<file path="config.mk">
export PLATFORM = sky130hd
export DESIGN_NAME = mwf_queue
export DESIGN_NICKNAME = d
export VERILOG_FILES = /design/src/hdl/mwf_pkg.sv /design/src/hdl/mwf_queue.sv
export SDC_FILE = /design/constraint.sdc
export NUM_CORES = 1
export LEC_CHECK = 0
export ABC_AREA = 1
export CAP_MARGIN = 20
export CORE_ASPECT_RATIO = 1.2
export CORE_MARGIN = 5
export CORE_UTILIZATION = 56
export DETAILED_ROUTE_END_ITERATION = 10
export DONT_BUFFER_PORTS = 1
export PLACE_DENSITY_LB_ADDON = 0.2
export SYNTH_ARGS = -nofsm -noshare
export SYNTH_HDL_FRONTEND = slang
export SYNTH_SLANG_ARGS = --single-unit
</file>
<file path="constraint.sdc">
create_clock -name clock -period 1.65 [get_ports clock]
set_input_delay 0.495 -clock clock [delete_from_list [all_inputs] [get_ports clock]]
set_output_delay 0.495 -clock clock [all_outputs]
set_load 0.05 [all_outputs]
</file>
<file path="src/hdl/mwf_pkg.sv">
// Shared types and constants of the median window filter.
`timescale 1ns / 1ps
package mwf_pkg;

   localparam int PIX_W    = 8;
   localparam int ROW_W    = 12;
   localparam int COL_W    = 12;
   localparam int SLOT_W   = 3;
   localparam int CSR_AW   = 1;
   localparam int CSR_DW   = 13;
   localparam int ROWS_MAX = 4096;
   localparam int Q_DEPTH  = 4;

   localparam logic OP_PIXEL = 1'b0;
   localparam logic OP_DRAIN = 1'b1;

   localparam logic [CSR_AW-1:0] REG_WIDTH  = 1'b0;
   localparam logic [CSR_AW-1:0] REG_HEIGHT = 1'b1;

   // one output position to compute
   typedef struct packed {
      logic [ROW_W-1:0]  row;
      logic [COL_W-1:0]  col;
      logic [SLOT_W-1:0] slot;
      logic              last;
   } mwf_job_type;

   // line store write
   typedef struct packed {
      logic              en;
      logic [SLOT_W-1:0] slot;
      logic [COL_W-1:0]  col;
      logic [PIX_W-1:0]  data;
   } mwf_wr_type;

   // jobs whose line store reads are still outstanding
   typedef struct packed {
      logic             pending;
      logic [ROW_W-1:0] oldest_row;
   } mwf_stat_type;

endpackage

</file>
<file path="src/hdl/mwf_queue.sv">
// Short job queue between front end and window builder.
`timescale 1ns / 1ps
module mwf_queue (
   input  logic                 clock,
   input  logic                 reset,
   input  logic                 push,
   input  mwf_pkg::mwf_job_type din,
   input  logic                 pop,
   output mwf_pkg::mwf_job_type dout,
   output logic                 full,
   output logic                 empty
);
   import mwf_pkg::*;

   localparam int QAW = $clog2(Q_DEPTH);

   mwf_job_type    mem_ff [Q_DEPTH];
   logic [QAW-1:0] wp_ff, rp_ff;
   logic [QAW:0]   cnt_ff;

   assign full  = (cnt_ff == (QAW+1)'(Q_DEPTH));
   assign empty = (cnt_ff == '0);
   assign dout  = mem_ff[rp_ff];

   always_ff @(posedge clock) begin
      if (push) mem_ff[wp_ff] <= din;
   end

   always_ff @(posedge clock) begin
      if (reset) begin
         wp_ff  <= '0;
         rp_ff  <= '0;
         cnt_ff <= '0;
      end else begin
         if (push) wp_ff <= wp_ff + QAW'(1);
         if (pop) rp_ff <= rp_ff + QAW'(1);
         if (push && !pop) cnt_ff <= cnt_ff + (QAW+1)'(1);
         else if (pop && !push) cnt_ff <= cnt_ff - (QAW+1)'(1);
      end
   end

endmodule

</file>
==> flow_metrics.env <==
export IMPL_core_area_um2=8063
export IMPL_critPathLaunchType="flop"
export IMPL_layout_commonest_cell="edfxtp_1"
export IMPL_synth_area_um2=4598
export IMPL_synth_nets=367
export IMPL_clk_path_buf_depth=2
export IMPL_fmax_ghz=0.4393
export IMPL_hold_depth=1
export IMPL_rsz0062_at_grt="true"
export IMPL_antenna_cells=0
export IMPL_critPathKind="reg2out"
export IMPL_synth_cells=329
export IMPL_post_drt_wl_per_cell_um=24.10
export IMPL_gp_congestion=0.7420
export IMPL_drc=0
export IMPL_min_period_ps=2276
export IMPL_drtAntennaViolNets=0
export IMPL_leakagePower_nw=2.426
export IMPL_fillCellCount=325
export IMPL_reg2reg_depth=5
export IMPL_grt_use_total_pct=24.53
export IMPL_rr_endpoint="mem_ff[2][7]"
export IMPL_clock_latency_ps=530
export IMPL_htreeDepth=4
export IMPL_rows=36
export IMPL_placed_cell_area_um2=5871
export IMPL_worstHoldPathType="in2reg"
export IMPL_grt_max_degree=27
export IMPL_grt_pass1_vias=3238
export IMPL_ys_seq_area_share_pct=77.06
export IMPL_slew_limit_headroom_pct=74.71
export IMPL_wl_mm=12.15
export IMPL_antenna_found_initial=0
export IMPL_grt_overflow=0
export IMPL_vias=3045
export IMPL_required_ps=1150
export IMPL_finalSetupViolations=30
export IMPL_numCtsBuffers=17
export IMPL_rrSetupSlack_ps=200
export IMPL_multi_input_area_um2=1548
export IMPL_powerDensity_nw_per_um2=1273
export IMPL_portBuffers=0
export IMPL_ys_seq_elements=121
export IMPL_endpoint="dout[11]"
export IMPL_crit_buf_inv=3
export IMPL_die_area_um2=10130
export IMPL_crit_chain="inv_8 -> buf_12 -> o21ai_1 -> o22ai_4 -> buf_12"
export IMPL_io_pin_count=62
export IMPL_final_cell_count_no_fill=504
export IMPL_yosysUniqueCellTypes=21
export IMPL_viasPerCell=6.042
export IMPL_die_h_um=109.3
export IMPL_path_delay_family="flip-flops"
export IMPL_r2r_start="wp_ff[0]"
export IMPL_cts_hold_buf=0
export IMPL_ys_warn_count=0
export IMPL_cts_sinks=121
export IMPL_cts_tree="yes"
export IMPL_clk_pin_slew_ps=60
export IMPL_path_max_fanout=12
export IMPL_finalHoldViolCount=0
export IMPL_first_pass_iters=5
export IMPL_setup_slack_ps=-626.3
export IMPL_grt_pass1_wl_mm=17.62
export IMPL_die_x_um=92.72
export IMPL_drive_above_1_share_pct=47.19
export IMPL_maxSlewViolCount=0
export IMPL_worstPathArrival_ps=1780
export IMPL_postLayoutCoreUtil_pct=85.61
export IMPL_design_area_um2=6903
export IMPL_cp_depth=5
export IMPL_dp_cells=466
export IMPL_fin_setup_tns_ps=-14970
export IMPL_final_cell_mix="112 x edfxtp_1, 36 x buf_12, 33 x nor2_1"
export IMPL_cp_common_cell="buf_12"
export IMPL_clock_skew_ps=9.601
export IMPL_cp_end_kind="output port"
export IMPL_slowest_stage="dfxtp_4"
export IMPL_tightest_slew_ps=375.4
export IMPL_violations="negative setup slack"
export IMPL_start_util_pct=57.03
export IMPL_cts_root_buf="clkbuf_8"
export IMPL_maxCapViolations=0
export IMPL_seqCellArea_um2=3560
export IMPL_final_nets=434
export IMPL_drt_initial_drc_count=285
export IMPL_vdd_drop_max_uv=936.6
export IMPL_fin_crit_sh_pct=138.0
export IMPL_area_growth_syn_to_layout_pct=50.12
export IMPL_outcome="complete, but fails checks"
export IMPL_critPathMaxStageDelay_ps=440
export IMPL_hpwlAfterDp_mm=5.953
export IMPL_avgSynthCellArea_um2=13.98
==> state kept, by name, summed over array words and instances, names as in the netlist, named ones only <==
register,count
mem_ff,112
cnt_ff,3
rp_ff,2
wp_ff,2
==> repair_timing <==
action	4_1_cts	5_1_grt
endpoints found under the hold margin	0	0
cloned	2	2
setup buffers	1	1
pin swaps	1	3
endpoints found under the setup margin	30	30
gates resized for setup	110	26
==> logic make-up (layout without fill, tap and decap cells) <==
logic type      after synthesis  count (layout)  synth area share [%]
fa+ha+maj                     6               6                 1.796
flops                       121             121                 77.06
buf+inv                      34             114                 3.918
simple gates                 75              75                 6.258
compound gates               92              92                 10.78
xor+xnor                      1               1                0.1905
==> Yosys cell counts (all sizes together) <==
master / count / area (um2)
clkbuf: 7 / 26.28
clkinv: 1 / 3.750
fa: 1 / 20.02
nand3: 1 / 5.000
a21oi: 3 / 15.01
nand4: 1 / 6.260
dfxtp: 9 / 180.2
inv: 16 / 60.05
buf: 10 / 90.08
o21ai: 61 / 305.3
nor3: 2 / 10.01
nand2: 9 / 33.78
nor2: 62 / 232.7
o22ai: 28 / 175.2
ha: 5 / 62.56
edfxtp: 112 / 3363
xor2: 1 / 8.760
==> per-stage QoR <==
step	hold slack (ps)	power, mW	setup WS, ps
after floorplan	411.5	4.495	-275.7
after global placement	460.5	5.113	-45.38
after detailed placement	486.5	5.142	-97.10
after CTS	15.43	8.672	-551.2
after global routing	22.86	9.069	-656.9
final	28.36	8.788	-626.3
==> area by class of cell <==
class | instances | area share [%]
Clock buffer | 17 | 6.000
Clock inverter | 15 | 2.084
Inverter | 17 | 1.088
Multi-Input combinational cell | 174 | 22.42
Sequential cell | 121 | 51.57
Tap cell | 95 | 1.722
Timing Repair Buffer | 65 | 15.12
==> power by group <==
group | total, mW | internal, mW | switching, mW | leakage (nW)
Sequential | 3.59 | 3.51 | 0.0851 | 1.11
Combinational | 1.74 | 0.767 | 0.971 | 1.06
Clock | 3.46 | 2.02 | 1.44 | 0.264
Total | 8.79 | 6.30 | 2.49 | 2.43
==> worst min-delay path by stage <==
stage,slack [ps],endpoint,startpoint
final,30,cnt_ff[0],reset
after global routing,20,cnt_ff[0],reset
after CTS,20,cnt_ff[0],reset
after detailed placement,490,rp_ff[1],rp_ff[1]
after global placement,460,rp_ff[1],rp_ff[1]
after floorplan,410,flop,rp_ff[1]
==> per-layer routing <==
metal | global-route usage (%) | share of wire, % | vias to the layer above
li1 | - | - | 1347
met5 | 0 | 0 | -
met1 | 26.32 | 37 | 1533
met2 | 44.17 | 54 | 138
met4 | 10.79 | 3.1 | 0
met3 | 8.075 | 6.4 | 27
==> worst register-to-register path, cell delays in order, from the launching register on <==
cell and delay, ps:
dfxtp_1 340, inv_1 150, ha_1 170, nand2_1 60
inv_1 100, buf_4 300
Note: power is estimated with default switching activity, not from simulation.
