**src/hdl/mwf_pkg.sv**
```systemverilog
// Shared types and constants of the median window filter.
`timescale 1ns / 1ps
package mwf_pkg;

   localparam int PIX_W    = 8;
   localparam int ROW_W    = 12;
   localparam int COL_W    = 12;
   localparam int SLOT_W   = 3;
   localparam int CSR_AW   = 1;
   localparam int CSR_DW   = 13;
   localparam int ROWS_MAX = 4096;
   localparam int Q_DEPTH  = 4;

   localparam logic OP_PIXEL = 1'b0;
   localparam logic OP_DRAIN = 1'b1;

   localparam logic [CSR_AW-1:0] REG_WIDTH  = 1'b0;
   localparam logic [CSR_AW-1:0] REG_HEIGHT = 1'b1;

   // one output position to compute
   typedef struct packed {
      logic [ROW_W-1:0]  row;
      logic [COL_W-1:0]  col;
      logic [SLOT_W-1:0] slot;
      logic              last;
   } mwf_job_type;

   // line store write
   typedef struct packed {
      logic              en;
      logic [SLOT_W-1:0] slot;
      logic [COL_W-1:0]  col;
      logic [PIX_W-1:0]  data;
   } mwf_wr_type;

   // jobs whose line store reads are still outstanding
   typedef struct packed {
      logic             pending;
      logic [ROW_W-1:0] oldest_row;
   } mwf_stat_type;

endpackage

```
**src/hdl/mwf_median.sv**
```systemverilog
// Back end part two: rank select over the window and the output register.
`timescale 1ns / 1ps
module mwf_median #(
   parameter int KERNEL_SIZE = 5,
   localparam int NE = KERNEL_SIZE * KERNEL_SIZE
) (
   input  logic                      clock,
   input  logic                      reset,
   input  logic                      win_v,
   input  logic [mwf_pkg::PIX_W-1:0] win_pix [NE],
   input  logic [NE-1:0]             win_ok,
   input  logic                      win_last,
   output logic                      adv,
   output logic                      rsp_tvalid,
   input  logic                      rsp_tready,
   output logic [mwf_pkg::PIX_W-1:0] rsp_tdata,
   output logic                      rsp_tlast
);
   import mwf_pkg::*;

   localparam int NW = $clog2(NE + 1);

   logic [NE-1:0]    lt [NE];
   logic [NE-1:0]    lt_ff [NE];
   logic [PIX_W-1:0] pix3_ff [NE];
   logic [NE-1:0]    ok3_ff;
   logic             v3_ff, last3_ff;

   logic [NE-1:0]    sel, sel_ff;
   logic [NW-1:0]    cnt;
   logic [PIX_W-1:0] pix4_ff [NE];
   logic             v4_ff, last4_ff;
   logic [PIX_W-1:0] med;

   assign adv = !rsp_tvalid || rsp_tready;

   // lt[i][j]: element j ranks below element i (ties broken by position)
   always_comb begin
      for (int i = 0; i < NE; i++) begin
         for (int j = 0; j < NE; j++) begin
            lt[i][j] = win_ok[j] && ((win_pix[j] < win_pix[i]) ||
                                     ((win_pix[j] == win_pix[i]) && (j < i)));
         end
      end
   end

   always_comb begin
      cnt = NW'($countones(ok3_ff));
      for (int i = 0; i < NE; i++) begin
         sel[i] = ok3_ff[i] && (NW'($countones(lt_ff[i])) == (cnt >> 1));
      end
   end

   always_comb begin
      med = '0;
      for (int i = 0; i < NE; i++) begin
         if (sel_ff[i]) med = med | pix4_ff[i];
      end
   end

   always_ff @(posedge clock) begin
      if (reset) begin
         v3_ff      <= 1'b0;
         v4_ff      <= 1'b0;
         rsp_tvalid <= 1'b0;
      end else if (adv) begin
         v3_ff      <= win_v;
         v4_ff      <= v3_ff;
         rsp_tvalid <= v4_ff;
      end
   end

   always_ff @(posedge clock) begin
      if (adv) begin
         lt_ff     <= lt;
         pix3_ff   <= win_pix;
         ok3_ff    <= win_ok;
         last3_ff  <= win_last;
         sel_ff    <= sel;
         pix4_ff   <= pix3_ff;
         last4_ff  <= last3_ff;
         rsp_tdata <= med;
         rsp_tlast <= last4_ff;
      end
   end

endmodule

```
**config.mk**
```make
export PLATFORM = sky130hd
export DESIGN_NAME = mwf_median
export DESIGN_NICKNAME = d
export VERILOG_FILES = /design/src/hdl/mwf_pkg.sv /design/src/hdl/mwf_median.sv
export SDC_FILE = /design/constraint.sdc
export NUM_CORES = 2
export LEC_CHECK = 0
export BUFFER_PORTS_ARGS = -buffer_cell sky130_fd_sc_hd__buf_2
export CAP_MARGIN = 20
export CORE_ASPECT_RATIO = 1.5
export CORE_MARGIN = 3
export CORE_UTILIZATION = 44
export CTS_BUF_LIST = sky130_fd_sc_hd__clkbuf_8
export DETAILED_ROUTE_END_ITERATION = 8
export SLEW_MARGIN = 20
export SYNTH_ARGS = -nofsm -noshare
export SYNTH_HDL_FRONTEND = slang
export SYNTH_SLANG_ARGS = --single-unit
```
**constraint.sdc**
```tcl
create_clock -name clock -period 89.5 [get_ports clock]
set_clock_uncertainty 0.2 [all_clocks]
set_input_delay 17.9 -clock clock [delete_from_list [all_inputs] [get_ports clock]]
set_output_delay 17.9 -clock clock [all_outputs]
set_load 0.01 [all_outputs]
```
==> flow_summary.yaml <==
cts:
  cts_tree: "built"
  insertion_delay_ps: 1000
  path_clk_slew_ps: 60
  cts_setup_buffers: 0
  cts_hold_buf: 0
  ctsRootBufferMaster: "clkbuf_8"
  cts_made_buffers: 176
  htree_levels: 4
  cts_resized: 0
  clock_sinks: 1064
  cts_max_path_buffers: 4
worst_setup_path:
  crit_type: "primary input to primary output"
  cp-start-kind: "primary input"
  cp.required_ps: 71400
  critPathCaptureType: "primary output"
  arrival_ps: 18910
  cp_max_fo: 57
run_status:
  violations: "design-rule violations, max-capacitance violations, max-slew violations"
  outcome: "complete, but fails checks"
layout:
  drive_gt1_share_pct: 9.21
  finalNetCount: 13700
  fillCellCount: 21600
  final_common_cell: "ha_1"
  final-seq-area_mm2: 0.0319
  final_cell_mix: "2848 x ha_1, 1061 x edfxtp_1, 1035 x inv_1, 893 x a21oi_1, 590 x nand4_1"
  stdcell_count: 13600
  area_growth_pct: 11.7
  multi_input_area_mm2: 0.0721
timing:
  hold_viol: 0
  max_freq_ghz: 0.0270
  rsz0062_at_grt: "no"
  period_share_pct: 41.3
  setup_tns_ps: 0
  finalSetupViolCount: 0
  max_slew_margin_pct: -10.2
  tightest_slew_ps: 1650
  fin_crit_ps: 37010
  slew_viol_final: 3
yosys:
  yosysUniqueCellTypes: 45
  syn-num-nets: 13100
  synth-edff-count: 1061
  synthArstFlopShare_pct: 0
  synth_top_area_share_pct: 33.5
  syn_avg_cell_area_um2: 11.2
  synth_ff_type: "edfxtp_1"
  ys_warn_count: 0
  yosys-top-cells-area: "ha_1 33%, edfxtp_1 30%, fa_1 9.1%"
  syn_inst: 9524
  synth.cell_area_mm2: 0.107
  seq_area_frac_synth_pct: 30.0
  yosys.area.top_type: "ha_1"
  synth-seq-cells: 1064
placement:
  hpwl_um: 359000
  numPortBuffers: 240
  dp_cells: 13200
  place.gp.congestion: 0.989
pwr:
  p_leak_nw: 56.0
  power_frac_seq_pct: 20.5
  p_per_area_mw_per_mm2: 26.3
  ir_drop_mv: 0.0634
  p_sw_mw: 1.49
  power_mw: 3.13
  p_sw_share_pct: 47.8
  cell_internal_pwr_mw: 1.63
  combPwrFrac_pct: 65.4
  clockPowerShare_pct: 14.1
floorplan:
  start_util_pct: 44.3
  coreArea_mm2: 0.240
  die_height_um: 609
  io_pins: 241
  die_w_um: 408
  dieArea_mm2: 0.248
  rows: 220
min_path:
  hp-class: "flop to flop"
global_route:
  grt_max_degree: 187
  antenna_found_initial: 78
  track_usage_pct: 40.8
  grt_pass1_wl_um: 699000
  grt_overflow: 0
  grt_pass1_vias: 88700
detailed_routing:
  antenna_left: 0
  drc: 1
  post_drt_wl_per_cell_um: 37.8
  wirelength_um: 515000
  drt_pre_antenna_iters: 9
  num_vias: 89900
  drtIter0Drc: 11400
  viasPerCell: 6.61
job:
  maxCapViolCount: 2
[worst paths after layout]
check | startpoint | end | slack [ps] | cells past startpoint
worst max-delay path | rsp_tready | adv | 52490 | 3
worst min-delay path | pix3_ff[103]$_DFFE_PP_ | pix4_ff[103]$_DFFE_PP_ | 120 | 0
worst max register to register | ok3_ff[9]$_DFFE_PP_ | sel_ff[7]$_DFFE_PP_ | 81740 | 16
worst min register to register | pix3_ff[103]$_DFFE_PP_ | pix4_ff[103]$_DFFE_PP_ | 120 | 0
[worst max-delay path, stage by stage]
cell and delay (ps):
buf_2 80, nand2b_4 610, buf_2 260
[power by group through the flow]
stage / registers (mW) / clock network, mW / logic (mW)
final: 0.641 / 0.441 / 2.04
after global placement: 0.648 / 0 / 1.93
after detailed placement: 0.649 / 0 / 1.99
after CTS: 0.639 / 0.443 / 2.00
after global routing: 0.643 / 0.466 / 2.23
after floorplan: 0.645 / 0 / 1.31
[metal layers]
layer  part of all wire (%)  global-route usage, %  up-vias
met3                     10                   9.54     2199
met1                     34                   46.4    44100
met4                     14                   45.0       16
met5                  0.021                      0        -
li1                       -                      -    37400
met2                     41                   60.0     6163
[through the flow]
step	hold slack (ps)	cell area, µm²	setup WS [ps]	utilization (%)
floorplan	200	107000	28130	-
global placement	200	115000	52470	47.8
detailed placement	205	115000	52490	47.8
CTS	128	118000	52480	49.1
global route	155	119000	52420	49.5
finish	125	119000	52490	49.5
[state kept, by name, indices dropped and copies added (netlist names), 8 cells and up]
register and cells:
pix3_ff 200, sel_ff 25, rsp_tdata 8, pix4_ff 200, lt_ff 600, ok3_ff 25
[cell families (layout without fill, tap and decap cells)]
| group | after synthesis | count (layout) | synth area share (%) |
|---|---|---|---|
| AO/OA/AOI/OAI | 1984 | 1984 | 12.2 |
| XOR/XNOR | 155 | 155 | 1.30 |
| adder cells (fa/ha/maj) | 3334 | 3334 | 42.6 |
| buffers and inverters | 1084 | 1864 | 3.86 |
| flip-flops | 1064 | 1064 | 30.0 |
| multiplexers | 2 | 2 | 0.0188 |
| other | 1 | 78 | 0.00352 |
| AND/OR/NAND/NOR | 1900 | 1900 | 10.1 |
[synth_stat cells (4+ instances only)]
master,n
xor2_1,46
fa_1,485
nand4_1,590
o211ai_1,251
nor2b_1,507
nor3_1,36
edfxtp_1,1061
a222oi_1,8
a22o_1,34
buf_6,4
and2_1,290
o21bai_1,21
buf_2,5
o32ai_1,251
o21a_1,16
inv_1,1008
o21ai_0,30
a21oi_1,893
nor2_1,371
a2bb2oi_1,32
a211oi_1,18
clkbuf_1,61
xnor2_1,107
a22oi_1,56
a21o_1,322
a221o_1,5
o22ai_1,28
a221oi_1,18
nand3_1,54
ha_1,2849
nand2_1,42
[area by class of cell]
class,count,share of cell area [%]
flip-flops and latches,1064,26.8
repair buffers,556,3.16
well taps,3219,3.38
multi-input cells,7376,60.5
inverters,1011,3.19
diodes,77,0.162
clock inverters,120,0.702
clock buffers,177,2.05
No activity file was read; power rests on OpenSTA's default activity.
