[config.mk]
export PLATFORM = sky130hd
export DESIGN_NAME = mwf_front
export DESIGN_NICKNAME = d
export VERILOG_FILES = /design/src/hdl/mwf_pkg.sv /design/src/hdl/mwf_front.sv
export SDC_FILE = /design/constraint.sdc
export NUM_CORES = 1
export LEC_CHECK = 0
export BUFFER_PORTS_ARGS = -buffer_cell sky130_fd_sc_hd__buf_4
export CORE_MARGIN = 2
export CORE_UTILIZATION = 50
export DETAILED_ROUTE_END_ITERATION = 12
export PLACE_DENSITY = 0.75
export SETUP_SLACK_MARGIN = 0.4
export SYNTH_ARGS = -nofsm -noshare
export SYNTH_HDL_FRONTEND = slang
export SYNTH_SLANG_ARGS = --single-unit
[constraint.sdc]
create_clock -name clock -period 7.7 [get_ports clock]
set_input_delay 1.54 -clock clock [delete_from_list [all_inputs] [get_ports clock]]
set_output_delay 1.54 -clock clock [all_outputs]
set_load 0.05 [all_outputs]
[src/hdl/mwf_pkg.sv]
// Shared types and constants of the median window filter.
`timescale 1ns / 1ps
package mwf_pkg;

   localparam int PIX_W    = 8;
   localparam int ROW_W    = 12;
   localparam int COL_W    = 12;
   localparam int SLOT_W   = 3;
   localparam int CSR_AW   = 1;
   localparam int CSR_DW   = 13;
   localparam int ROWS_MAX = 4096;
   localparam int Q_DEPTH  = 4;

   localparam logic OP_PIXEL = 1'b0;
   localparam logic OP_DRAIN = 1'b1;

   localparam logic [CSR_AW-1:0] REG_WIDTH  = 1'b0;
   localparam logic [CSR_AW-1:0] REG_HEIGHT = 1'b1;

   // one output position to compute
   typedef struct packed {
      logic [ROW_W-1:0]  row;
      logic [COL_W-1:0]  col;
      logic [SLOT_W-1:0] slot;
      logic              last;
   } mwf_job_type;

   // line store write
   typedef struct packed {
      logic              en;
      logic [SLOT_W-1:0] slot;
      logic [COL_W-1:0]  col;
      logic [PIX_W-1:0]  data;
   } mwf_wr_type;

   // jobs whose line store reads are still outstanding
   typedef struct packed {
      logic             pending;
      logic [ROW_W-1:0] oldest_row;
   } mwf_stat_type;

endpackage

[src/hdl/mwf_front.sv]
// Front end: config registers, position counters, line store writes, job issue.
`timescale 1ns / 1ps
module mwf_front #(
   parameter int KERNEL_SIZE = 5,
   parameter int MAX_WIDTH   = 1024,
   localparam int CW = $clog2(MAX_WIDTH),
   localparam int SW = $clog2(KERNEL_SIZE + 1)
) (
   input  logic                          clock,
   input  logic                          reset,
   input  logic                          req_tvalid,
   output logic                          req_tready,
   input  logic                          req_op,
   input  logic [mwf_pkg::PIX_W-1:0]     req_pixel,
   input  logic                          csr_we,
   input  logic [mwf_pkg::CSR_AW-1:0]    csr_addr,
   input  logic [mwf_pkg::CSR_DW-1:0]    csr_wdata,
   input  logic                          q_full,
   input  mwf_pkg::mwf_stat_type         stat,
   output logic                          job_push,
   output mwf_pkg::mwf_job_type          job,
   output mwf_pkg::mwf_wr_type           wr,
   output logic [CW-1:0]                 wm1,
   output logic [mwf_pkg::ROW_W-1:0]     hm1
);
   import mwf_pkg::*;

   localparam int HALF_K = KERNEL_SIZE / 2;
   localparam int RING   = KERNEL_SIZE + 1;

   logic [10:0]      width_ff, width_in;
   logic [12:0]      height_ff, height_in;
   logic [12:0]      in_row_ff, in_row_in;
   logic [CW-1:0]    in_col_ff, in_col_in;
   logic [SW-1:0]    in_slot_ff, in_slot_in;
   logic [ROW_W-1:0] out_row_ff, out_row_in;
   logic [CW-1:0]    out_col_ff, out_col_in;
   logic [SW-1:0]    out_slot_ff, out_slot_in;
   logic             gap_ff, gap_in;

   logic          accept, do_wr, ready, emit, last, hazard_ok;
   logic [12:0]   orow_p, nr;
   logic [CW:0]   ocol_p, nc;

   always_comb begin
      if (width_ff == '0) wm1 = '0;
      else if ({2'b00, width_ff} > 13'(MAX_WIDTH)) wm1 = CW'(MAX_WIDTH - 1);
      else wm1 = CW'(width_ff - 11'd1);
      if (height_ff == '0) hm1 = '0;
      else if (height_ff > 13'(ROWS_MAX)) hm1 = ROW_W'(ROWS_MAX - 1);
      else hm1 = ROW_W'(height_ff - 13'd1);
   end

   // a write to row R reuses the slot of row R-RING; keep it clear of pending reads
   assign hazard_ok  = !stat.pending ||
                       (in_row_ff <= ({1'b0, stat.oldest_row} + 13'(HALF_K + 1)));
   assign req_tready = !q_full && !gap_ff && hazard_ok;
   assign accept     = req_tvalid && req_tready;

   always_comb begin
      in_row_in   = in_row_ff;
      in_col_in   = in_col_ff;
      in_slot_in  = in_slot_ff;
      out_row_in  = out_row_ff;
      out_col_in  = out_col_ff;
      out_slot_in = out_slot_ff;
      width_in    = width_ff;
      height_in   = height_ff;

      do_wr = accept && (req_op == OP_PIXEL) && (in_row_ff <= {1'b0, hm1});
      if (do_wr) begin
         if (in_col_ff == wm1) begin
            in_col_in  = '0;
            in_row_in  = in_row_ff + 13'd1;
            in_slot_in = (in_slot_ff == SW'(RING - 1)) ? '0 : in_slot_ff + SW'(1);
         end else begin
            in_col_in = in_col_ff + CW'(1);
         end
      end

      orow_p = {1'b0, out_row_ff} + 13'(HALF_K);
      nr     = (orow_p > {1'b0, hm1}) ? {1'b0, hm1} : orow_p;
      ocol_p = {1'b0, out_col_ff} + (CW+1)'(HALF_K);
      nc     = (ocol_p > {1'b0, wm1}) ? {1'b0, wm1} : ocol_p;
      ready  = (in_row_in > nr) || ((in_row_in == nr) && ({1'b0, in_col_in} > nc));
      emit   = accept && ready;
      last   = (out_row_ff == hm1) && (out_col_ff == wm1);

      if (emit) begin
         if (out_col_ff == wm1) begin
            out_col_in  = '0;
            out_row_in  = out_row_ff + ROW_W'(1);
            out_slot_in = (out_slot_ff == SW'(RING - 1)) ? '0 : out_slot_ff + SW'(1);
         end else begin
            out_col_in = out_col_ff + CW'(1);
         end
      end

      // hold off the next frame until the old one has read all it needs
      if (emit && last) gap_in = 1'b1;
      else if (!stat.pending) gap_in = 1'b0;
      else gap_in = gap_ff;

      if (csr_we) begin
         unique case (csr_addr)
            REG_WIDTH:  width_in  = csr_wdata[10:0];
            REG_HEIGHT: height_in = csr_wdata;
            default: ;
         endcase
      end

      if (csr_we || (emit && last)) begin
         in_row_in   = '0;
         in_col_in   = '0;
         in_slot_in  = '0;
         out_row_in  = '0;
         out_col_in  = '0;
         out_slot_in = '0;
      end
   end

   always_ff @(posedge clock) begin
      if (reset) begin
         width_ff    <= 11'd512;
         height_ff   <= 13'd512;
         in_row_ff   <= '0;
         in_col_ff   <= '0;
         in_slot_ff  <= '0;
         out_row_ff  <= '0;
         out_col_ff  <= '0;
         out_slot_ff <= '0;
         gap_ff      <= 1'b0;
      end else begin
         width_ff    <= width_in;
         height_ff   <= height_in;
         in_row_ff   <= in_row_in;
         in_col_ff   <= in_col_in;
         in_slot_ff  <= in_slot_in;
         out_row_ff  <= out_row_in;
         out_col_ff  <= out_col_in;
         out_slot_ff <= out_slot_in;
         gap_ff      <= gap_in;
      end
   end

   assign job_push = emit;
   assign job.row  = out_row_ff;
   assign job.col  = COL_W'(out_col_ff);
   assign job.slot = SLOT_W'(out_slot_ff);
   assign job.last = last;

   assign wr.en   = do_wr;
   assign wr.slot = SLOT_W'(in_slot_ff);
   assign wr.col  = COL_W'(in_col_ff);
   assign wr.data = req_pixel;

endmodule

==> flow_summary.yaml, run 1 <==
clocking:
  ctsRootBufferMaster: "clkbuf_16"
  clk_pin_slew_ps: 60
  clockBufferDepth: 2
  htreeDepth: 3
  cts_tree: "yes"
  cts_hold_buf: 0
  clk_latency_ps: 350
  numCtsBuffers: 9
  cts.sinks: 76
final_layout:
  diodes: 0
  area_growth_pct: 18.4
  layout-drive-gt1-share_pct: 18.2
  fin_util_pct: 60.0
  final_nets: 1154
  fin_cells: 1223
  final_area_um2: 8650
timing:
  slew_headroom_pct: 45.1
  clock-skew-final_ps: 10.1
  hold_viol_final: 0
  finalSetupViolCount: 1
  max_freq_mhz: 130
  tns_ps: -12.9
  tightestPinTransition_ps: 816
  slew_viol_final: 0
  timing.final.crit_period_ps: 7710
  post-route-period-util_pct: 100
  layout_setup_ws_ps: -12.9
  rsz0062_at_grt: "true"
worst_hold_path:
  hp-class: "reg2reg"
  hold_start: "in_slot_ff[1]$_SDFFE_PP0P_"
setup_path:
  critical_path.max_stage_delay_ps: 490
  r2r_cells: 29
  regToRegSetupSlack_ps: 910
  cp.depth: 25
  cp-start-kind: "input port"
  worst_setup_path_end_kind: "output port"
  rr_endpoint: "out_slot_ff[1]$_SDFFE_PP0P_"
  crit_arrival_ps: 6170
  critPathSlowestCell: "or4b_4"
  worstSetupStartpoint: "stat[0]"
  rr_startpoint: "height_ff[0]$_SDFFE_PP0P_"
  required_ps: 6160
  endpoint: "job_push"
  worstPathMaxFanout: 7
  path_delay_family: "simple AND/OR/NAND/NOR gates"
  crit_type: "in2out"
  path_buf_inv: 6
synthesis:
  netlist_area_um2: 7310
  yosysSeqAreaShare_pct: 20.8
  postSynthAreaPerCell_um2: 7.63
  yosys.area.top_type: "dfxtp_1"
  syn-instance-count: 958
  synth_top_area_share_pct: 20.8
  yosys-top-cells-area: "dfxtp_1 (21%), ha_1 (14%), nand2_1 (5.8%), a21oi_1 (4.9%), xnor2_1 (4.4%)"
  yosysUniqueCellTypes: 82
  synth_edf_count: 0
  ys.flop_type: "dfxtp_1"
  synth_seq_cells: 76
  netlist_top_cells_count: "nand2_1 (113), ha_1 (79), dfxtp_1 (76), a21oi_1 (72), nor2_1 (63)"
  yosysMostFrequentCell: "nand2_1"
  async_reset_ff_share_pct: 0
  yosys_warnings: 0
global_route:
  grt_pass1_vias: 6782
  grt_start_max_net_pins: 29
  track_usage_pct: 26.5
  antenna_found_initial: 0
  grt_pass1_wl_mm: 33.9
  overflow: 0
die:
  num_rows: 44
  dieArea_um2: 15600
  pin_count: 117
  start_util_pct: 50.7
  core_area_um2: 14400
  die_y_um: 125
  die_x_um: 125
run_status:
  violations: "setup timing"
  status: "complete, but fails checks"
placed_design:
  dp.cells: 1202
  io_buffers: 96
  place_area_um2: 8240
  hpwl_mm: 16.2
  place.gp.congestion: 0.934
power_and_ir_drop:
  power_density_nw_per_um2: 146
  irDropWorstVdd_uv: 152
  leakagePower_nw: 3.79
  power_mw: 1.27
flow_run:
  maxCapViolCount: 0
detailed_routing:
  drc: 0
  totalWireLength_mm: 20.5
  drtIter0Drc: 526
  post_drt_wl_per_cell_um: 16.8
  postRouteAntennaNets: 0
  viasPerCell: 5.90
  dr_total_vias: 7210
  firstDrtPassIters: 5
-- sequential cells by signal (all words and copies together), names as in the netlist --
signal / flops
in_col_ff: 10
in_slot_ff: 3
out_slot_ff: 3
height_ff: 13
gap_ff: 1
out_col_ff: 10
out_row_ff: 12
width_ff: 11
in_row_ff: 13
-- logic make-up (layout without fill, tap and decap cells) --
logic type               count (synthesis)  count (layout)  share of synthesized area (%)
buffers and inverters                  114             192                           6.98
flip-flops                              76              76                           20.8
other                                    2               5                          0.103
multiplexers                            29              29                           4.06
XOR/XNOR                                70              70                           8.64
AO/OA/AOI/OAI                          197             197                           17.5
adder cells (fa/ha/maj)                 81              81                           13.8
AND/OR/NAND/NOR                        389             389                           28.1
-- per-stage QoR --
stage	hold WS, ps	worst slack, ps
after global routing	516	-292
after detailed placement	481	-121
after global placement	466	13.5
after floorplan	450	343
final	487	-12.9
after CTS	489	1.24
-- per-layer routing --
layer	part of all wire, %	vias to the layer above	global-route usage (%)
met5	0	-	0
met4	2.2	0	9.61
met3	5.5	36	5.07
met2	46	229	41.9
met1	47	3352	36.0
li1	-	3593	-
-- power by group --
part | switching [mW] | internal, mW | total (mW)
Sequential | 0.0130 | 0.399 | 0.412
Combinational | 0.249 | 0.133 | 0.381
Clock | 0.171 | 0.302 | 0.474
Total | 0.433 | 0.834 | 1.27
-- worst reg2reg max path: cells and delay by family (launching register included) --
kind / cells / cell delay (ps)
flip-flops: 1 / 350
adder cells (fa/ha/maj): 3 / 740
AND/OR/NAND/NOR: 14 / 3330
AO/OA/AOI/OAI: 7 / 1410
buffers and inverters: 5 / 890
-- how the worst min path moves through the flow --
stage                                       to  cells past startpoint
floorplan                  gap_ff$_SDFFE_PP0P_                      2
global placement    in_slot_ff[2]$_SDFFE_PP0P_                      2
detailed placement  in_slot_ff[1]$_SDFFE_PP0P_                      2
CTS                 in_slot_ff[1]$_SDFFE_PP0P_                      2
global route        in_slot_ff[1]$_SDFFE_PP0P_                      2
finish              in_slot_ff[1]$_SDFFE_PP0P_                      2
-- cell type report --
type | instances | area (µm²)
multi-input cells | 771 | 5420
flip-flops and latches | 76 | 1520
clock inverters | 3 | 68.8
fillers | 1377 | 5770
clock buffers | 13 | 260
repair buffers | 125 | 950
inverters | 51 | 199
well taps | 184 | 230
-- timing repair --
action | in CTS | in global routing
pin swaps | 4 | 4
gates resized for setup | 2 | 7
hold endpoints to repair | 0 | 0
endpoints found under the setup margin | 1 | 2
buffers inserted | 3 | 2
-- cell usage in the layout, fill, tap and decap left out, types with 5 or more instances in the layout --
master       n
a211oi_1     8
a21o_1      11
a21oi_1     69
and2_1       5
and3_1      23
buf_4      123
clkbuf_16    9
conb_1       5
dfxtp_1     76
ha_1        78
inv_1       46
mux2_2       5
mux2i_1     24
nand2_1    113
nand2b_1     8
nand3_1     34
nand3b_1    10
nand4_1     23
nor2_1      61
nor2b_1     24
nor3_1      18
nor4_1      10
o2111ai_1    5
o21a_1       7
o21ai_0     33
or2_2        6
or3_1        7
or4_1       11
xnor2_1     37
xor2_1      32
(Power assumes the default switching activity.)
==> run 2: changes to the inputs <==
--- a/config.mk
+++ b/config.mk
@@ -9,7 +9,9 @@
 export CORE_MARGIN = 2
 export CORE_UTILIZATION = 50
 export DETAILED_ROUTE_END_ITERATION = 12
+export MAX_ROUTING_LAYER = met4
 export PLACE_DENSITY = 0.75
+export REMOVE_ABC_BUFFERS = 1
 export SETUP_SLACK_MARGIN = 0.4
 export SYNTH_ARGS = -nofsm -noshare
 export SYNTH_HDL_FRONTEND = slang
==> flow_summary.yaml, run 2 (same netlist as run 1, synthesis figures left out) <==
detailed_routing:
  viasPerCell: 5.93
  postRouteAntennaNets: 0
  drc: 0
  firstDrtPassIters: 5
  drtIter0Drc: 664
  post_drt_wl_per_cell_um: 16.9
  dr_total_vias: 7556
  totalWireLength_mm: 21.5
placed_design:
  io_buffers: 96
  hpwl_mm: 16.5
  dp.cells: 1241
  place.gp.congestion: 0.961
  dp_slack_ps: -429
die:
  core_area_um2: 14400
  start_util_pct: 50.7
  pin_count: 117
  die_x_um: 125
  num_rows: 44
  die_y_um: 125
  dieArea_um2: 15600
global_route:
  track_usage_pct: 28.1
  grt_pass1_vias: 6984
  antenna_found_initial: 0
  overflow: 0
  grt_start_max_net_pins: 29
  grt_pass1_wl_mm: 35.1
timing:
  finalSetupViolCount: 1
  hold_viol_final: 0
  hold_ws_ps: 486
  clock-skew-final_ps: 6.56
  rsz0062_at_grt: "true"
  tightestPinTransition_ps: 771
  layout_setup_ws_ps: -30.3
  post-route-period-util_pct: 100
  max_freq_mhz: 129
  slew_viol_final: 0
  slew_headroom_pct: 48.2
  timing.final.crit_period_ps: 7730
final_layout:
  final_nets: 1205
  layout-drive-gt1-share_pct: 21.7
  area_growth_pct: 22.8
  final_common_cell: "buf_4"
  top_regs: "height_ff x13, in_row_ff x13, out_row_ff x12"
  diodes: 0
  mostFrequentLayoutCells: "buf_4 (173), nand2_1 (113), ha_1 (78)"
  fin_cells: 1274
power_and_ir_drop:
  leakagePower_nw: 4.05
  power_density_nw_per_um2: 140
  irDropWorstVdd_uv: 97.1
  power_mw: 1.26
clocking:
  cts_hold_buf: 0
  ctsRootBufferMaster: "clkbuf_16"
  cts_tree: "yes"
  clockBufferDepth: 2
  htreeDepth: 3
  numCtsBuffers: 9
  clk_latency_ps: 350
  cts.sinks: 76
  clk_pin_slew_ps: 60
setup_path:
  crit_type: "in2out"
  critical_path.max_stage_delay_ps: 620
  crit_top_cell: "nand4_1"
  crit_chain: "buf_4 > nand4_1 > a21oi_2 > nand2_1 > xor2_1 > ha_1 > nand4_1 > o41ai_4 > nor2b_2 > a21oi_1 > or3_4 > inv_2 > nand4_1 > xor2_1 > nor2_1 > ha_1 > a21o_1 > a21oi_1 > or4b_2 > a21oi_2 > or3_4 > inv_4 > buf_8"
  path_buf_inv: 4
  path_delay_family: "simple AND/OR/NAND/NOR gates"
  required_ps: 6160
  worstPathMaxFanout: 6
  critPathSlowestCell: "or4b_2"
  cp-start-kind: "input port"
  crit_arrival_ps: 6190
  worst_setup_path_end_kind: "output port"
run_status:
  violations: "setup timing"
  status: "complete, but fails checks"
worst_hold_path:
  hp-class: "reg2reg"
flow_run:
  maxCapViolCount: 0
==> run 2: cell types whose count changed in the layout (fill, tap and decap cells not counted), sizes merged <==
| cell | change |
|---|---|
| inv | +4 |
| bufinv | -1 |
| clkbuf | -3 |
| clkinvlp | -2 |
| buf | +51 |
| clkinv | +2 |
==> run 2: power breakdown <==
part	switching (mW)	internal, mW	total (mW)	leakage (nW)
registers	0.0116	0.399	0.411	0.615
clock network	0.182	0.263	0.445	0.153
logic	0.255	0.145	0.400	3.28
==> run 2: layer usage <==
layer / wire length, µm / track usage [%]
met1: 9460 / 35.8
met2: 9710 / 44.2
met3: 1590 / 5.33
met4: 701 / 10.8
met5: 0 / -
==> run 2: cell type report <==
| class | count | area, µm² |
|---|---|---|
| clock buffer | 10 | 239 |
| clock inverter | 6 | 70.1 |
| fill | 1299 | 5450 |
| inverter | 51 | 194 |
| multi-input combinational | 771 | 5380 |
| sequential | 76 | 1520 |
| tap | 184 | 230 |
| timing repair buffer | 176 | 1350 |
==> run 2: path summary, 6_finish.rpt <==
| path | startpoint | endpoint | slack [ps] | depth (start not counted) |
|---|---|---|---|---|
| min | in_slot_ff[2]$_SDFFE_PP0P_ | in_slot_ff[2]$_SDFFE_PP0P_ | 490 | 2 |
| max reg2reg | height_ff[0]$_SDFFE_PP0P_ | out_slot_ff[1]$_SDFFE_PP0P_ | 940 | 29 |
| max | stat[2] | job_push | -30 | 23 |
| min reg2reg | in_slot_ff[2]$_SDFFE_PP0P_ | in_slot_ff[2]$_SDFFE_PP0P_ | 490 | 2 |
==> run 2: tightest hold or removal path, cell delays in order, from the launching register on <==
cell and delay (ps):
dfxtp_1 330, nand2_1 60, a21oi_1 50
==> run 2: timing repair <==
item | in CTS | in global routing
resized for setup | 24 | 3
buffers inserted | 14 | 3
pin swaps | 15 | 6
setup endpoints to repair | 1 | 19
==> run 2: through the flow <==
stage               utilization (%)  TNS [ps]  area [µm²]
floorplan                         -    -17530        7000
global placement               58.5      -195        8440
detailed placement             58.5      -429        8440
CTS                            62.0         0        8940
global route                   62.2      -293        8980
finish                         62.2     -30.3        8980
==> run 3: changes to the inputs <==
--- a/config.mk
+++ b/config.mk
@@ -5,12 +5,13 @@
 export SDC_FILE = /design/constraint.sdc
 export NUM_CORES = 1
 export LEC_CHECK = 0
+export ABC_AREA = 1
 export BUFFER_PORTS_ARGS = -buffer_cell sky130_fd_sc_hd__buf_4
 export CORE_MARGIN = 2
 export CORE_UTILIZATION = 50
 export DETAILED_ROUTE_END_ITERATION = 12
 export MAX_ROUTING_LAYER = met4
-export PLACE_DENSITY = 0.75
+export PLACE_DENSITY = 0.71
 export REMOVE_ABC_BUFFERS = 1
 export SETUP_SLACK_MARGIN = 0.4
 export SYNTH_ARGS = -nofsm -noshare
==> constraint.sdc (replaced) <==
create_clock -name clock -period 9.8 [get_ports clock]
set_input_delay 1.96 -clock clock [delete_from_list [all_inputs] [get_ports clock]]
set_output_delay 1.96 -clock clock [all_outputs]
set_load 0.05 [all_outputs]
==> flow_summary.yaml, run 3 <==
detailed_routing:
  drtIter0Drc: 773
  dr_total_vias: 8411
  drc: 0
  postRouteAntennaNets: 0
  firstDrtPassIters: 5
  totalWireLength_mm: 23.3
  viasPerCell: 5.33
  post_drt_wl_per_cell_um: 14.8
clocking:
  clk_latency_ps: 350
  cts.sinks: 76
  cts_tree: "yes"
  htreeDepth: 3
  numCtsBuffers: 9
  post_cts_buffers: 0
  cts_hold_buf: 0
  clockBufferDepth: 2
  clk_pin_slew_ps: 60
  cts_resized: 0
  ctsRootBufferMaster: "clkbuf_16"
setup_path:
  cp-start-kind: "input port"
  worst_setup_path_end_kind: "output port"
  regToRegSetupSlack_ps: 2620
  crit_top_cell: "nand2_1"
  rr_startpoint: "height_ff[0]$_SDFFE_PP0P_"
  rr_endpoint: "in_row_ff[1]$_SDFF_PP0_"
  critPathSlowestCell: "nor4_1"
  worstPathMaxFanout: 14
  r2r_cells: 35
  crit_type: "in2out"
  critical_path.max_stage_delay_ps: 370
  worstSetupStartpoint: "stat[0]"
  endpoint: "job_push"
  crit_arrival_ps: 6930
  required_ps: 7840
timing:
  rsz0062_at_grt: "false"
  timing.final.crit_period_ps: 8890
  layout_setup_ws_ps: 913
  max_freq_mhz: 113
  slew_viol_final: 0
  post-route-period-util_pct: 90.7
  slew_headroom_pct: 21.9
  hold_ws_ps: 494
  finalSetupViolCount: 0
  tns_ps: 0
  clock-skew-final_ps: 7.89
  tightestPinTransition_ps: 1160
  hold_viol_final: 0
placed_design:
  dp_slack_ps: 1020
  io_buffers: 96
  place.gp.congestion: 0.996
  hpwl_mm: 18.4
synthesis:
  synth_top_family_by_area: "simple AND/OR/NAND/NOR gates"
  ys.flop_type: "dfxtp_1"
  synth_seq_cells: 76
  synth_top_area_share_pct: 19.5
  yosys.area_share.xor_xnor_pct: 4.82
  yosys.area.top_type: "dfxtp_1"
  yosysSeqAreaShare_pct: 19.5
  synth_fa_ha_area_share_pct: 12.6
  async_reset_ff_share_pct: 0
  synth_compound_area_share_pct: 11.3
  synth-simple-area-share_pct: 39.0
  yosysUniqueCellTypes: 41
  yosysMostFrequentCell: "nand2_1"
  synth_edf_count: 0
  netlist_top_cells_count: "nand2_1 (341), inv_1 (180), nor2_1 (145), nand3_1 (101), a21oi_1 (82)"
  netlist_area_um2: 7820
  yosys_warnings: 0
  yosys-top-cells-area: "dfxtp_1 (19%), nand2_1 (16%), ha_1 (13%), inv_1 (8.6%), nor2_1 (7.0%)"
  postSynthAreaPerCell_um2: 6.06
  syn-instance-count: 1290
  muxShareOfSynthArea_pct: 0
flow_run:
  maxCapViolCount: 0
power_and_ir_drop:
  irDropWorstVdd_uv: 85.0
  power_density_nw_per_um2: 119
  leakagePower_nw: 4.55
die:
  dieArea_um2: 16700
  die_x_um: 129
  start_util_pct: 51.2
  die_y_um: 129
  core_area_um2: 15300
  pin_count: 117
  num_rows: 45
global_route:
  grt_pass1_vias: 7441
  track_usage_pct: 29.3
  grt_start_max_net_pins: 37
  antenna_found_initial: 0
  grt_pass1_wl_mm: 37.2
  overflow: 0
final_layout:
  layout-drive-gt1-share_pct: 11.6
  final_nets: 1481
  final_common_cell: "nand2_1"
  mostFrequentLayoutCells: "nand2_1 (341), inv_1 (180), nor2_1 (145)"
  area_growth_pct: 13.6
  nFillCells: 1527
  diodes: 0
  multi_input_area_um2: 5320
  final-seq-area_um2: 1520
  top_regs: "height_ff x13, in_row_ff x13, out_row_ff x12"
worst_hold_path:
  hp-class: "reg2reg"
run_status:
  status: "complete, no violations"
-- run 3: cell types whose count changed in the layout (fill, tap and decap cells not counted), moves of 24 or more --
cell / previous run / this run
buf_4: 173 / 100
inv_1: 47 / 180
mux2i_1: 24 / 0
nand2_1: 113 / 341
nand3_1: 33 / 101
nor2_1: 62 / 145
o21ai_0: 30 / 62
xnor2_1: 37 / 4
-- run 3: worst max-delay path: cells and delay by family --
kind	cells	cell delay [ps]
AOI/OAI and AO/OA	3	510
xor gates and xnor gates	1	140
adders and majority gates	3	820
buffers and inverters	6	690
and+or+nand+nor	17	2790
-- run 3: layout make-up --
type	count	area share, %
inverters	184	7.78
multi-input cells	990	59.9
well taps	211	2.97
repair buffers	100	8.45
clock inverters	6	1.06
flip-flops and latches	76	17.1
clock buffers	10	2.69
-- run 3: report_power, final --
part           switching [mW]  total, mW  internal (mW)
Clock                   0.152      0.385          0.233
Combinational           0.249      0.350          0.101
Sequential            0.00754      0.324          0.316
-- run 3: how the worst min path moves through the flow --
stage / start / endpoint / slack, ps / depth (start not counted)
after floorplan: gap_ff$_SDFFE_PP0P_ / gap_ff$_SDFFE_PP0P_ / 430 / 2
after global placement: height_ff[1]$_SDFFE_PP0P_ / height_ff[1]$_SDFFE_PP0P_ / 470 / 2
after detailed placement: height_ff[1]$_SDFFE_PP0P_ / height_ff[1]$_SDFFE_PP0P_ / 480 / 2
after CTS: height_ff[1]$_SDFFE_PP0P_ / height_ff[1]$_SDFFE_PP0P_ / 490 / 2
after global routing: height_ff[1]$_SDFFE_PP0P_ / height_ff[1]$_SDFFE_PP0P_ / 520 / 2
final: width_ff[1]$_SDFFE_PP0P_ / width_ff[1]$_SDFFE_PP0P_ / 490 / 2
-- run 3: cell families after synthesis --
logic type               count (synthesis)
AO/OA/AOI/OAI                          166
AND/OR/NAND/NOR                        697
buffers and inverters                  227
adder cells (fa/ha/maj)                 79
flip-flops                              76
XOR/XNOR                                43
other                                    2
-- run 3: metal layers --
layer	global-route usage, %	wire [µm]	vias to the layer above	part of all wire [%]
met5	-	0	-	0
met4	13.8	1070	0	4.6
met3	3.92	1730	68	7.4
met2	42.1	9860	360	42
met1	40.5	10600	3671	46
li1	-	-	4312	-
-- run 3: through the flow --
| stage | util (%) | area [µm²] | std cells | total power, mW |
|---|---|---|---|---|
| global placement | 56.0 | 8550 | 1561 | 0.673 |
| detailed placement | 56.0 | 8550 | 1561 | 0.675 |
| CTS | 58.2 | 8880 | 1577 | 1.06 |
| finish | 58.2 | 8880 | 1577 | 1.06 |
| global route | 58.2 | 8880 | 1577 | 1.11 |
| floorplan | - | 7530 | 1250 | 0.574 |
